**config.mk**
```make
export PLATFORM = sky130hd
export DESIGN_NAME = dependency_ready_dispatcher_core
export DESIGN_NICKNAME = d
export VERILOG_FILES = /design/src/drd_pkg.sv /design/src/drd_ctrl.sv /design/src/drd_datapath.sv /design/src/dependency_ready_dispatcher_core.sv
export SDC_FILE = /design/constraint.sdc
export NUM_CORES = 2
export LEC_CHECK = 0
export CORE_ASPECT_RATIO = 1.75
export CORE_MARGIN = 2
export CORE_UTILIZATION = 35
export CTS_CLUSTER_DIAMETER = 30
export DETAILED_ROUTE_END_ITERATION = 6
export DONT_BUFFER_PORTS = 1
export PLACE_DENSITY = 0.51
export SLEW_MARGIN = 10
export SYNTH_ARGS = -nofsm -noshare
export SYNTH_HDL_FRONTEND = slang
export SYNTH_HIERARCHICAL = 1
export SYNTH_SLANG_ARGS = --single-unit
```
**constraint.sdc**
```tcl
create_clock -name clock -period 7.9 [get_ports clock]
set_clock_uncertainty 0.15 [all_clocks]
set_input_delay 0.395 -clock clock [delete_from_list [all_inputs] [get_ports clock]]
set_output_delay 0.395 -clock clock [all_outputs]
set_load 0.01 [all_outputs]
```
**src/drd_pkg.sv**
```systemverilog
`default_nettype none
package drd_pkg;

   localparam int MAX_NODES_DEFAULT = 32;

   localparam int KIND_W    = 2;
   localparam int NODE_W    = 5;
   localparam int PUSHED_W  = 6;
   localparam int ERR_W     = 2;
   localparam int ACTIVE_W  = 6;

   localparam int QUEUE_DEPTH = 32;
   localparam int QUEUE_AW    = 5;
   localparam int QUEUE_FW    = 6;

   localparam int CSR_ADDR_W = 3;
   localparam int CSR_DATA_W = 32;

   localparam logic [ACTIVE_W-1:0] ACTIVE_RESET = 6'd32;

   // register index, taken from paddr[2]
   localparam logic REG_ACTIVE_NODES = 1'b0;

   // request kinds
   localparam logic [KIND_W-1:0] KIND_ADD_EDGE = 2'd0;
   localparam logic [KIND_W-1:0] KIND_START    = 2'd1;
   localparam logic [KIND_W-1:0] KIND_COMPLETE = 2'd2;
   localparam logic [KIND_W-1:0] KIND_POP      = 2'd3;

   // error codes
   localparam logic [ERR_W-1:0] ERR_OK    = 2'd0;
   localparam logic [ERR_W-1:0] ERR_EMPTY = 2'd1;
   localparam logic [ERR_W-1:0] ERR_DONE  = 2'd2;

   typedef struct packed {
      logic              load;
      logic              edge_rd;
      logic              edge_wr;
      logic              enq_src;
      logic              complete;
      logic              scan;
      logic              pop;
      logic              err_load;
      logic [ERR_W-1:0]  err_code;
   } dp_cmd_type;

   typedef struct packed {
      logic [KIND_W-1:0] kind;
      logic              in_range;
      logic              edge_in_range;
      logic              node_done;
      logic              queue_empty;
      logic              scan_done;
   } dp_status_type;

endpackage
`default_nettype wire

```
**src/drd_ctrl.sv**
```systemverilog
`default_nettype none
module drd_ctrl (
   input  wire                     clock,
   input  wire                     reset,
   input  wire                     start,
   input  drd_pkg::dp_status_type  status,
   output drd_pkg::dp_cmd_type     cmd,
   output logic                    busy,
   output logic                    rsp_strobe
);
   import drd_pkg::*;

   typedef enum logic [8:0] {
      ST_IDLE     = 9'b000000001,
      ST_DECODE   = 9'b000000010,
      ST_EDGE_RD  = 9'b000000100,
      ST_EDGE_WR  = 9'b000001000,
      ST_ENQ      = 9'b000010000,
      ST_COMPLETE = 9'b000100000,
      ST_SCAN     = 9'b001000000,
      ST_POP      = 9'b010000000,
      ST_RESP     = 9'b100000000
   } state_type;

   state_type state_ff, state_in;

   always_ff @(posedge clock) begin
      if (reset) begin
         state_ff <= ST_IDLE;
      end else begin
         state_ff <= state_in;
      end
   end

   always_comb begin
      state_in = state_ff;
      cmd      = '0;
      case (state_ff)
         ST_IDLE: begin
            if (start) begin
               cmd.load = 1'b1;
               state_in = ST_DECODE;
            end
         end
         ST_DECODE: begin
            state_in = ST_RESP;
            case (status.kind)
               KIND_ADD_EDGE: begin
                  if (status.edge_in_range) state_in = ST_EDGE_RD;
               end
               KIND_START: begin
                  if (status.in_range) state_in = ST_ENQ;
               end
               KIND_COMPLETE: begin
                  if (status.in_range && status.node_done) begin
                     cmd.err_load = 1'b1;
                     cmd.err_code = ERR_DONE;
                  end else if (status.in_range) begin
                     state_in = ST_COMPLETE;
                  end
               end
               default: begin
                  if (status.queue_empty) begin
                     cmd.err_load = 1'b1;
                     cmd.err_code = ERR_EMPTY;
                  end else begin
                     state_in = ST_POP;
                  end
               end
            endcase
         end
         ST_EDGE_RD: begin
            cmd.edge_rd = 1'b1;
            state_in    = ST_EDGE_WR;
         end
         ST_EDGE_WR: begin
            cmd.edge_wr = 1'b1;
            state_in    = ST_RESP;
         end
         ST_ENQ: begin
            cmd.enq_src = 1'b1;
            state_in    = ST_RESP;
         end
         ST_COMPLETE: begin
            cmd.complete = 1'b1;
            state_in     = ST_SCAN;
         end
         ST_SCAN: begin
            cmd.scan = 1'b1;
            if (status.scan_done) state_in = ST_RESP;
         end
         ST_POP: begin
            cmd.pop  = 1'b1;
            state_in = ST_RESP;
         end
         ST_RESP: begin
            state_in = ST_IDLE;
         end
         default: begin
            state_in = ST_IDLE;
         end
      endcase
   end

   assign busy       = (state_ff != ST_IDLE);
   assign rsp_strobe = (state_ff == ST_RESP);

endmodule
`default_nettype wire

```
**src/drd_datapath.sv**
```systemverilog
`default_nettype none
module drd_datapath #(
   parameter int MAX_NODES = drd_pkg::MAX_NODES_DEFAULT
) (
   input  wire                             clock,
   input  wire                             reset,
   input  drd_pkg::dp_cmd_type             cmd,
   output drd_pkg::dp_status_type          status,
   input  wire [drd_pkg::KIND_W-1:0]       req_kind,
   input  wire [drd_pkg::NODE_W-1:0]       req_node,
   input  wire [drd_pkg::NODE_W-1:0]       req_parent_node,
   input  wire [drd_pkg::ACTIVE_W-1:0]     active_nodes,
   output logic                            rsp_dispatch_valid,
   output logic [drd_pkg::NODE_W-1:0]      rsp_dispatch_node,
   output logic [drd_pkg::PUSHED_W-1:0]    rsp_pushed_count,
   output logic                            rsp_all_done,
   output logic [drd_pkg::ERR_W-1:0]       rsp_error
);
   import drd_pkg::*;

   localparam int IDX_W = $clog2(MAX_NODES);
   localparam int CNT_W = $clog2(MAX_NODES + 1);
   localparam int CMP_W = (CNT_W > ACTIVE_W) ? CNT_W : ACTIVE_W;
   localparam logic [IDX_W:0] SCAN_END = (IDX_W + 1)'(MAX_NODES);
   localparam logic [MAX_NODES-1:0] ONE_HOT0 = MAX_NODES'(1);

   // latched request
   logic [KIND_W-1:0] kind_ff;
   logic [NODE_W-1:0] node_ff, parent_ff;
   logic [IDX_W-1:0]  node_idx, parent_idx;

   // graph state
   logic [MAX_NODES-1:0] matrix_mem [MAX_NODES];
   logic [MAX_NODES-1:0] row_valid_ff;
   logic [MAX_NODES-1:0] row_rdata_ff;
   logic                 row_rvalid_ff;
   logic [MAX_NODES-1:0] row;
   logic [IDX_W-1:0]     row_raddr;
   logic [MAX_NODES-1:0] mask_ff;
   logic [CNT_W-1:0]     count_ff;

   // scan pipeline
   logic [IDX_W:0]   scan_cnt_ff;
   logic             scan_issue;
   logic             eval_vld_ff;
   logic [IDX_W-1:0] eval_idx_ff;
   logic             scan_hit;

   // ready queue
   logic [NODE_W-1:0]   queue_mem [QUEUE_DEPTH];
   logic [QUEUE_AW-1:0] head_ff;
   logic [QUEUE_FW-1:0] fill_ff;
   logic [QUEUE_AW-1:0] tail;
   logic [NODE_W-1:0]   q_rdata_ff;
   logic                push_req, push_ok;
   logic [NODE_W-1:0]   push_id;

   // result registers
   logic                disp_vld_ff;
   logic [PUSHED_W-1:0] pushed_ff;
   logic [ERR_W-1:0]    err_ff;

   assign node_idx   = IDX_W'(node_ff);
   assign parent_idx = IDX_W'(parent_ff);

   always_ff @(posedge clock) begin
      if (cmd.load) begin
         kind_ff   <= req_kind;
         node_ff   <= req_node;
         parent_ff <= req_parent_node;
      end
   end

   // parent matrix, registered read
   assign row_raddr  = cmd.scan ? scan_cnt_ff[IDX_W-1:0] : node_idx;
   assign scan_issue = cmd.scan && (scan_cnt_ff < SCAN_END);
   assign row        = row_rvalid_ff ? row_rdata_ff : '0;

   always_ff @(posedge clock) begin
      if (cmd.edge_rd || scan_issue) begin
         row_rdata_ff  <= matrix_mem[row_raddr];
         row_rvalid_ff <= row_valid_ff[row_raddr];
      end
      if (cmd.edge_wr) begin
         matrix_mem[node_idx] <= row | (ONE_HOT0 << parent_idx);
      end
   end

   always_ff @(posedge clock) begin
      if (reset) begin
         row_valid_ff <= '0;
         mask_ff      <= '0;
         count_ff     <= '0;
      end else begin
         if (cmd.edge_wr) row_valid_ff[node_idx] <= 1'b1;
         if (cmd.complete) begin
            mask_ff[node_idx] <= 1'b1;
            count_ff          <= count_ff + CNT_W'(1);
         end
      end
   end

   // scan: issue one row per cycle, evaluate each row in the cycle after its issue
   always_ff @(posedge clock) begin
      if (reset) begin
         scan_cnt_ff <= '0;
         eval_vld_ff <= 1'b0;
      end else begin
         if (cmd.complete) begin
            scan_cnt_ff <= '0;
         end else if (scan_issue) begin
            scan_cnt_ff <= scan_cnt_ff + (IDX_W + 1)'(1);
         end
         eval_vld_ff <= scan_issue;
      end
   end

   always_ff @(posedge clock) begin
      if (scan_issue) eval_idx_ff <= scan_cnt_ff[IDX_W-1:0];
   end

   // dependent of the completed node, not done itself, all parents done
   assign scan_hit = eval_vld_ff && row[node_idx] && !mask_ff[eval_idx_ff]
                     && ((row & ~mask_ff) == '0);

   // ready queue
   assign tail     = head_ff + fill_ff[QUEUE_AW-1:0];
   assign push_req = cmd.enq_src || scan_hit;
   assign push_id  = cmd.enq_src ? node_ff : NODE_W'(eval_idx_ff);
   assign push_ok  = push_req && (fill_ff < QUEUE_FW'(QUEUE_DEPTH));

   always_ff @(posedge clock) begin
      if (push_ok) queue_mem[tail] <= push_id;
      if (cmd.pop) q_rdata_ff <= queue_mem[head_ff];
   end

   always_ff @(posedge clock) begin
      if (reset) begin
         head_ff <= '0;
         fill_ff <= '0;
      end else if (cmd.pop) begin
         head_ff <= head_ff + QUEUE_AW'(1);
         fill_ff <= fill_ff - QUEUE_FW'(1);
      end else if (push_ok) begin
         fill_ff <= fill_ff + QUEUE_FW'(1);
      end
   end

   // result fields
   always_ff @(posedge clock) begin
      if (reset) begin
         disp_vld_ff <= 1'b0;
         pushed_ff   <= '0;
         err_ff      <= ERR_OK;
      end else if (cmd.load) begin
         disp_vld_ff <= 1'b0;
         pushed_ff   <= '0;
         err_ff      <= ERR_OK;
      end else begin
         if (cmd.pop)      disp_vld_ff <= 1'b1;
         if (push_ok)      pushed_ff   <= pushed_ff + PUSHED_W'(1);
         if (cmd.err_load) err_ff      <= cmd.err_code;
      end
   end

   assign status.kind          = kind_ff;
   assign status.in_range      = (int'(node_ff) < MAX_NODES);
   assign status.edge_in_range = (int'(node_ff) < MAX_NODES) && (int'(parent_ff) < MAX_NODES);
   assign status.node_done     = status.in_range && mask_ff[node_idx];
   assign status.queue_empty   = (fill_ff == '0);
   assign status.scan_done     = (scan_cnt_ff == SCAN_END) && !eval_vld_ff;

   assign rsp_dispatch_valid = disp_vld_ff;
   assign rsp_dispatch_node  = disp_vld_ff ? q_rdata_ff : '0;
   assign rsp_pushed_count   = pushed_ff;
   assign rsp_all_done       = (CMP_W'(count_ff) >= CMP_W'(active_nodes));
   assign rsp_error          = err_ff;

endmodule
`default_nettype wire

```
**src/dependency_ready_dispatcher_core.sv**
```systemverilog
// after decode: add edge reads then writes the row, start source enqueues, pop reads the queue,
//   completion marks done and scans all rows; out-of-range or error requests go to the strobe
// throughput: one request at a time, the next can be taken in the cycle after the strobe;
//   the completion scan reads one matrix row per cycle
// reset: synchronous, active high; clears graph rows (by valid bits), done mask, counts, queue
// the result is shown for one cycle on rsp_strobe; the receiver cannot stall it
`default_nettype none
module dependency_ready_dispatcher_core #(
   parameter int MAX_NODES = drd_pkg::MAX_NODES_DEFAULT
) (
   input  wire                               clock,
   input  wire                               reset,
   // request channel
   input  wire                               start,
   output logic                              busy,
   input  wire [drd_pkg::KIND_W-1:0]         req_kind,
   input  wire [drd_pkg::NODE_W-1:0]         req_node,
   input  wire [drd_pkg::NODE_W-1:0]         req_parent_node,
   // result channel
   output logic                              rsp_strobe,
   output logic                              rsp_dispatch_valid,
   output logic [drd_pkg::NODE_W-1:0]        rsp_dispatch_node,
   output logic [drd_pkg::PUSHED_W-1:0]      rsp_pushed_count,
   output logic                              rsp_all_done,
   output logic [drd_pkg::ERR_W-1:0]         rsp_error,
   // configuration port
   input  wire                               csr_psel,
   input  wire                               csr_penable,
   input  wire                               csr_pwrite,
   input  wire [drd_pkg::CSR_ADDR_W-1:0]     csr_paddr,
   input  wire [drd_pkg::CSR_DATA_W-1:0]     csr_pwdata,
   output logic [drd_pkg::CSR_DATA_W-1:0]    csr_prdata,
   output logic                              csr_pready
);
   import drd_pkg::*;

   dp_cmd_type    cmd;
   dp_status_type status;

   // active node count register
   logic [ACTIVE_W-1:0] active_ff;
   logic                csr_wr;
   logic                csr_sel_active;

   assign csr_pready     = 1'b1;
   assign csr_sel_active = (csr_paddr[2] == REG_ACTIVE_NODES);
   assign csr_wr         = csr_psel && csr_penable && csr_pwrite && csr_pready;

   always_ff @(posedge clock) begin
      if (reset) begin
         active_ff <= ACTIVE_RESET;
      end else if (csr_wr && csr_sel_active) begin
         active_ff <= csr_pwdata[ACTIVE_W-1:0];
      end
   end

   // reads outside the register list return zero
   assign csr_prdata = csr_sel_active ? CSR_DATA_W'(active_ff) : '0;

   // sequencer: decodes each request and steps the datapath through it
   drd_ctrl u_ctrl (
      .clock      (clock),
      .reset      (reset),
      .start      (start),
      .status     (status),
      .cmd        (cmd),
      .busy       (busy),
      .rsp_strobe (rsp_strobe)
   );

   // parent matrix, done mask, scan pipeline, ready queue and result fields
   drd_datapath #(
      .MAX_NODES (MAX_NODES)
   ) u_datapath (
      .clock              (clock),
      .reset              (reset),
      .cmd                (cmd),
      .status             (status),
      .req_kind           (req_kind),
      .req_node           (req_node),
      .req_parent_node    (req_parent_node),
      .active_nodes       (active_ff),
      .rsp_dispatch_valid (rsp_dispatch_valid),
      .rsp_dispatch_node  (rsp_dispatch_node),
      .rsp_pushed_count   (rsp_pushed_count),
      .rsp_all_done       (rsp_all_done),
      .rsp_error          (rsp_error)
   );

endmodule
`default_nettype wire

```
# After elaboration in Yosys (flattened, before gate mapping)
# Memories as Yosys holds them, arrays and structs flattened. A register that Yosys moved wholly into a read port is not among the register bits.
# Cells that the tools add are included.
dict set report totals {
  ff_bits 130
  latch_bits 0
  ramBits 1184
  mem_bits_ro 0
  inputBits 53
  out_inout_bits 50
  elab_cells 117
  memories 2
}
dict set report classes {
  addsub 7
  mul 0
  div_mod_pow 0
  magnitude_cmp 7
  n_eq_ne 15
  n_shift 1
  mux 39
  n_bitwise 6
  reduce_logical 23
}
# memory words word_bits read_ports rd_ports_with_merged_regs wr line_no
set mem_list {}
lappend mem_list {u_datapath.matrix_mem 32 32 1 1 1 drd_datapath.sv:33} ;# logic [MAX_NODES-1:0] matrix_mem [MAX_NODES];
lappend mem_list {u_datapath.queue_mem 32 5 1 1 1 drd_datapath.sv:50} ;# logic [NODE_W-1:0] queue_mem [QUEUE_DEPTH];
# op count
set ops {}
lappend ops {{$or 32x32->32} 3}
lappend ops {{$pmux 9 s6} 1}
lappend ops {{$mux 9} 4}
lappend ops {{$and 32x32->32} 1}
lappend ops {{$logic_not 32->1} 1}
lappend ops {{$mux 32} 1}
lappend ops {{$not 32->32} 1}
lappend ops {{$shl 1x5->32 const A} 1}
lappend ops {{$pmux 9 s3} 1}
lappend ops {{$add 6x1->6 const B} 4}
lappend ops {{$bmux 1 s5} 4}
lappend ops {{$lt 5x6->1 const B} 3}
lappend ops {{$mux 6} 3}
lappend ops {{$mux 1} 17}
lappend ops {{$mux 5} 3}
lappend ops {{$lt 6x6->1 const B} 2}
lappend ops {{$logic_and 1x1->1} 10}
lappend ops {{$eq 9x1->1 const B} 1}
lappend ops {{$eq 9x2->1 const B} 1}
lappend ops {{$eq 9x3->1 const B} 1}
lappend ops {{$eq 9x4->1 const B} 1}
lappend ops {{$eq 9x5->1 const B} 1}
lappend ops {{$eq 9x6->1 const B} 1}
lappend ops {{$eq 9x7->1 const B} 1}
lappend ops {{24 further kinds} 31}

# Depth between registers and ports, before layout
dict set report depth {
  depth_word 10
  mapped_depth 13
  ltp_nobuf 12
}

# Hierarchy
# The synthesis kept the hierarchy.
# module n_inst cells_each area_per_inst_um2 seq_area_each_um2
set by_module_without_submodules {}
lappend by_module_without_submodules {drd_datapath 1 2939 52885.7 39147.5}
lappend by_module_without_submodules {drd_ctrl 1 74 623.1 180.2}
lappend by_module_without_submodules {dependency_ready_dispatcher_core 1 62 538.0 120.1}

# Least setup slack after synthesis
# Ideal clock, no wire load.
dict set report synth_timing {
  path_kind {reg2reg}
  start {register u_ctrl.state_ff[4]}
  end {memory u_datapath/matrix_mem[0][0] (netlist name) (enable)}
  arrival_ns 2.926
  required_ns 7.327
  path_slack_ns 4.401
  path_stages_with_launch 7
  n_path_buf 1
  period_less_slack_ns 3.499
  cell_sequence {dfxtp_1 nor4_1 nand4b_1 inv_1 or3b_2 clkbuf_1 nor2_1}
}
# item line_no
set synth_lines {}
lappend synth_lines {{start, declared} drd_ctrl.sv:25} ;# state_type state_ff, state_in;
lappend synth_lines {{start signal, assigned} drd_ctrl.sv:31} ;# state_ff <= state_in;
lappend synth_lines {{end, declared} drd_datapath.sv:33}

# Final worst setup path
dict set report layout_timing {
  start {register u_datapath.row_rvalid_ff}
  end {memory u_datapath.queue_mem[8][4] (enable)}
}
dict set report layout_via {
  elab_chain_cells 10
}
# item line_no
set layout_lines {}
lappend layout_lines {{start, declared} drd_datapath.sv:36} ;# logic row_rvalid_ff;
lappend layout_lines {{start signal, assigned} drd_datapath.sv:82} ;# row_rvalid_ff <= row_valid_ff[row_raddr];
lappend layout_lines {{$mux 32 (*)} drd_datapath.sv:77} ;# assign row = row_rvalid_ff ? row_rdata_ff : '0;
lappend layout_lines {{$bmux 1 s5} drd_datapath.sv:123} ;# assign scan_hit = eval_vld_ff && row[node_idx] && !mask_ff[eval_idx_ff]
lappend layout_lines {{$mux 1 (implied by the code)} drd_datapath.sv:123}
lappend layout_lines {{$logic_and 1x1->1 (2 in series)} drd_datapath.sv:123}
lappend layout_lines {{$logic_and 1x1->1 (*)} drd_datapath.sv:124} ;# && ((row & ~mask_ff) == '0);
lappend layout_lines {{$logic_or 1x1->1 (*)} drd_datapath.sv:128} ;# assign push_req = cmd.enq_src || scan_hit;
lappend layout_lines {{$logic_and 1x1->1 (*)} drd_datapath.sv:130} ;# assign push_ok = push_req && (fill_ff < QUEUE_FW'(QUEUE_DEPTH));
lappend layout_lines {{$mux 1 (*)} drd_datapath.sv:133} ;# if (push_ok) queue_mem[tail] <= push_id;
lappend layout_lines {{$mux 1 (implied by the code) (*)} drd_datapath.sv:133}
lappend layout_lines {{end, declared} drd_datapath.sv:50}
# Every way passes the cells marked *; elsewhere a longest branch is shown, timed or not. The select of a mux whose other input is x is not followed.

==> results.tsv <==
stage	metric	value	unit
yosys	top cells by area, synth	edfxtp_1 (69%), mux4_2 (14%), dfxtp_1 (4.1%)	
yosys	Primary FF master, synth	edfxtp_1	
sta	fin crit share	61.1	%
layout	post-layout util	40.8	%
layout	FF/Latch Area	39500	sq um
worst_setup_path	CP Cell Sequence	buf_4 -> o221ai_1 -> o21ai_0 -> and4_1 -> nand4_2 -> o31ai_4 -> nand3_1 -> nor3_1	
clock_network	Clock Sinks	1351	
routing	DRT Pass-1 Iters	5	
sta	Slew Viols, Final	0	
sta	setup total negative slack	0	ns
worst_setup_path	worst r2r path cells	8	
floorplan	number of I/O pins	103	
routing	antenna viol nets, final	0	
clock_network	worst-case clock buffer depth	3	
worst_setup_path	Setup crit end	u_datapath/queue_mem[8][4]	
sta	fmax	207	MHz
sta	Finish-stage setup viols	0	
worst_setup_path	WP data required	8.14	ns
worst_setup_path	Max stage delay cell, worst path	o31ai_4	
yosys	sequential-to-total area share from yosys stat	73.0	%
layout	final cell count without fillers	5311	
worst_hold_path	worst min-delay path category	in -> reg	
worst_setup_path	CP Capture Type	flip-flop	
worst_setup_path	Worst Setup Path Type	reg -> reg	
pwr	P per Cell Area	257	nW/um^2
yosys	post-synthesis cell area	54000	sq um
layout	multi-input gate area in the final layout	14000	sq um
layout	Fillers	13700	
sta	Worst-Margin Slew	1.28	ns
yosys	Netlist cell types	72	
grt	vias in the first global route	29200	
floorplan	DIE HEIGHT	524	microns
clock_network	Clock Latency Late Sink	0.78	ns
layout	layout cell share with drive strength beyond 1	23.2	%
worst_setup_path	CP max stage delay	0.96	ns
pwr	Peak supply drop	0.000230	V
routing	Wirelength per Cell	27.6	microns
worst_setup_path	Critical Path Stages	8	
sta	WHS	0.114	ns
worst_setup_path	Largest delay share family, worst path	simple AND/OR/NAND/NOR gates	
grt	largest net degree at the start of global routing	133	
clock_network	H-tree depth	4	
worst_setup_path	crit path from	u_datapath/row_rvalid_ff	
yosys	Synth area leader	edfxtp_1	
clock_network	postcts setup bufs	0	
place	port bufs	0	
clock_network	CTS Buf Count	158	
place	Routability Congestion	0.858	
clock_network	Root Buffer	clkbuf_16	
sta	headroom to the max-slew limit	14.7	%
routing	vias post-DR	28200	
clock_network	CTS tree	built	
floorplan	Core Region	153000	sq um
floorplan	number of core rows	190	
worst_setup_path	CP Max Fanout	22	
routing	final WL	147000	microns
yosys	post-synthesis area per instance	17.6	sq um
floorplan	Initial Util	35.2	%
yosys	post-synth top area share	68.8	%
worst_setup_path	Reg2Reg Setup Slack	3.07	ns
grt	first-pass GRT wire length	209000	microns
grt	initial antenna violation count	1	
routing	Initial DRC Count	2184	
sta	RSZ-0062 raised after global routing	false	
worst_setup_path	origin of the critical flop-to-flop path	u_datapath/row_rvalid_ff	
yosys	FF+latch count, synth	1351	
sta	final hold vios	0	
routing	vias per inst	5.31	
grt	GRT Total Usage	18.7	%
layout	Layout Nets	3236	
clock_network	clock slew at reported path FFs	0.06	ns
pwr	Pleak	20.3	nW
routing	DRC viols	0	
floorplan	die width	301	microns
worst_setup_path	RR Endpoint	u_datapath/queue_mem[8][4]	
yosys	Async S/R FF share, synth	0	%
worst_setup_path	Worst Path Arrival	5.07	ns
yosys	Post-synth EDFFs	1239	
yosys	synth warn	6	
sta	post-layout minimum cycle time	4.83	ns
status	status	finished, final reports clean	
place	post-DP HPWL	80700	microns
job	Max Cap Violations	0	
worst_setup_path	Setup crit start kind	flip-flop	
yosys	cells after synthesis	3075	
grt	grt ovf	0	
layout	Area Overhead vs Synth	15.8	%
place	placed insts	4990	
worst_setup_path	CP bufs+invs	1	
floorplan	total die area	158000	sq um
[layer usage]
| metal | part of all wire (%) | GRT usage [%] |
|---|---|---|
| met5 | 0 | 0 |
| met1 | 36 | 20.6 |
| met4 | 4.0 | 7.63 |
| met2 | 56 | 35.5 |
| met3 | 4.3 | 2.64 |
[per-stage QoR]
stage	setup WS (ns)	instance area, sq um	total power [mW]
2_1_floorplan	4.40	54100	8.42
3_3_place_gp	3.15	56700	8.62
3_5_place_dp	3.15	56700	8.62
4_1_cts	3.11	62600	16.3
5_1_grt	2.85	62600	16.6
6_report	3.07	62600	16.1
[kinds of logic after synthesis]
family | count (synthesis) | synth area share (%)
DFF | 1351 | 73.0
other | 3 | 0.0208
adders and majority gates | 21 | 0.514
buffers and inverters | 243 | 2.06
and+or+nand+nor | 869 | 7.29
xor gates and xnor gates | 24 | 0.389
AOI/OAI and AO/OA | 186 | 2.17
muxes | 378 | 14.6
[layout make-up]
| type | instances | area share [%] |
|---|---|---|
| Timing Repair Buffer | 97 | 1.40 |
| Sequential cell | 1351 | 63.0 |
| Multi-Input combinational cell | 1507 | 22.4 |
| Tap cell | 2016 | 4.03 |
| Inverter | 47 | 0.282 |
| Clock inverter | 124 | 2.39 |
| Antenna cell | 1 | 0.00400 |
| Clock buffer | 168 | 6.46 |
[how the worst min path moves through the flow]
stage / from / to / slack (ns) / cells after the start
6_report: req_node[0] / u_datapath/node_ff[0] / 0.11 / 1
5_1_grt: req_parent_node[1] / u_datapath/parent_ff[1] / 0.09 / 1
4_1_cts: req_parent_node[4] / u_datapath/parent_ff[4] / 0.07 / 1
3_5_place_dp: u_datapath/row_valid_ff[24] / u_datapath/row_valid_ff[24] / 0.31 / 2
3_3_place_gp: u_datapath/row_valid_ff[21] / u_datapath/row_valid_ff[21] / 0.29 / 2
2_1_floorplan: u_datapath/row_valid_ff[13] / u_datapath/row_valid_ff[13] / 0.28 / 2
[report_power, final]
part	leakage, nW	total [mW]	internal [mW]	switching (mW)
clock network	2.66	7.64	4.51	3.13
logic	5.50	0.721	0.285	0.436
registers	12.2	7.75	7.74	0.0160
total	20.3	16.1	12.5	3.58
[sequential cells by signal, indices dropped and copies added (netlist names), 2 cells and up]
register and count:
u_datapath/matrix_mem 1024, u_datapath/parent_ff 5, u_datapath/count_ff 6, u_datapath/scan_cnt_ff 6, u_ctrl/state_ff 9, u_datapath/eval_idx_ff 5, u_datapath/node_ff 5, u_datapath/mask_ff 32
active_ff 6, u_datapath/queue_mem 160, u_datapath/head_ff 5, u_datapath/row_rdata_ff 32, u_datapath/fill_ff 6, u_datapath/row_valid_ff 32, u_datapath/rsp_pushed_count 6, u_datapath/kind_ff 2
u_datapath/rsp_error 2, u_datapath/q_rdata_ff 5
[repair_timing]
item | 4_1_cts | 5_1_grt
hold buffers | 28 | 0
hold endpoints to repair | 136 | 0
gates resized for setup | 0 | 0
[cell usage in the layout (no fill, tap or decap), types with 47 or more instances in the layout]
cell type / instances
nand2_1: 349
nor2_1: 177
mux4_2: 326
buf_4: 64
edfxtp_1: 1239
clkbuf_16: 160
inv_1: 47
a21oi_1: 51
nand3_1: 174
dfxtp_1: 110
[synth_stat cells, types with 9 or more instances]
cell type  instances
nor2b_1           11
inv_1             47
clkbuf_1          94
nor2_1           209
a22o_1            12
nand2_1          349
dfxtp_1          112
nor3_1            13
nand3_1          174
a22oi_1           10
nand4_1           14
edfxtp_1        1239
ha_1              19
mux4_2           326
mux2i_1           41
mux2_2            11
buf_1             32
nor3b_1            9
buf_4             32
o22ai_1           18
xor2_1            14
a21oi_1           51
nand2b_1          25
buf_2             33
o21ai_0           57
xnor2_1           10
Note: power is estimated with default switching activity, not from simulation.
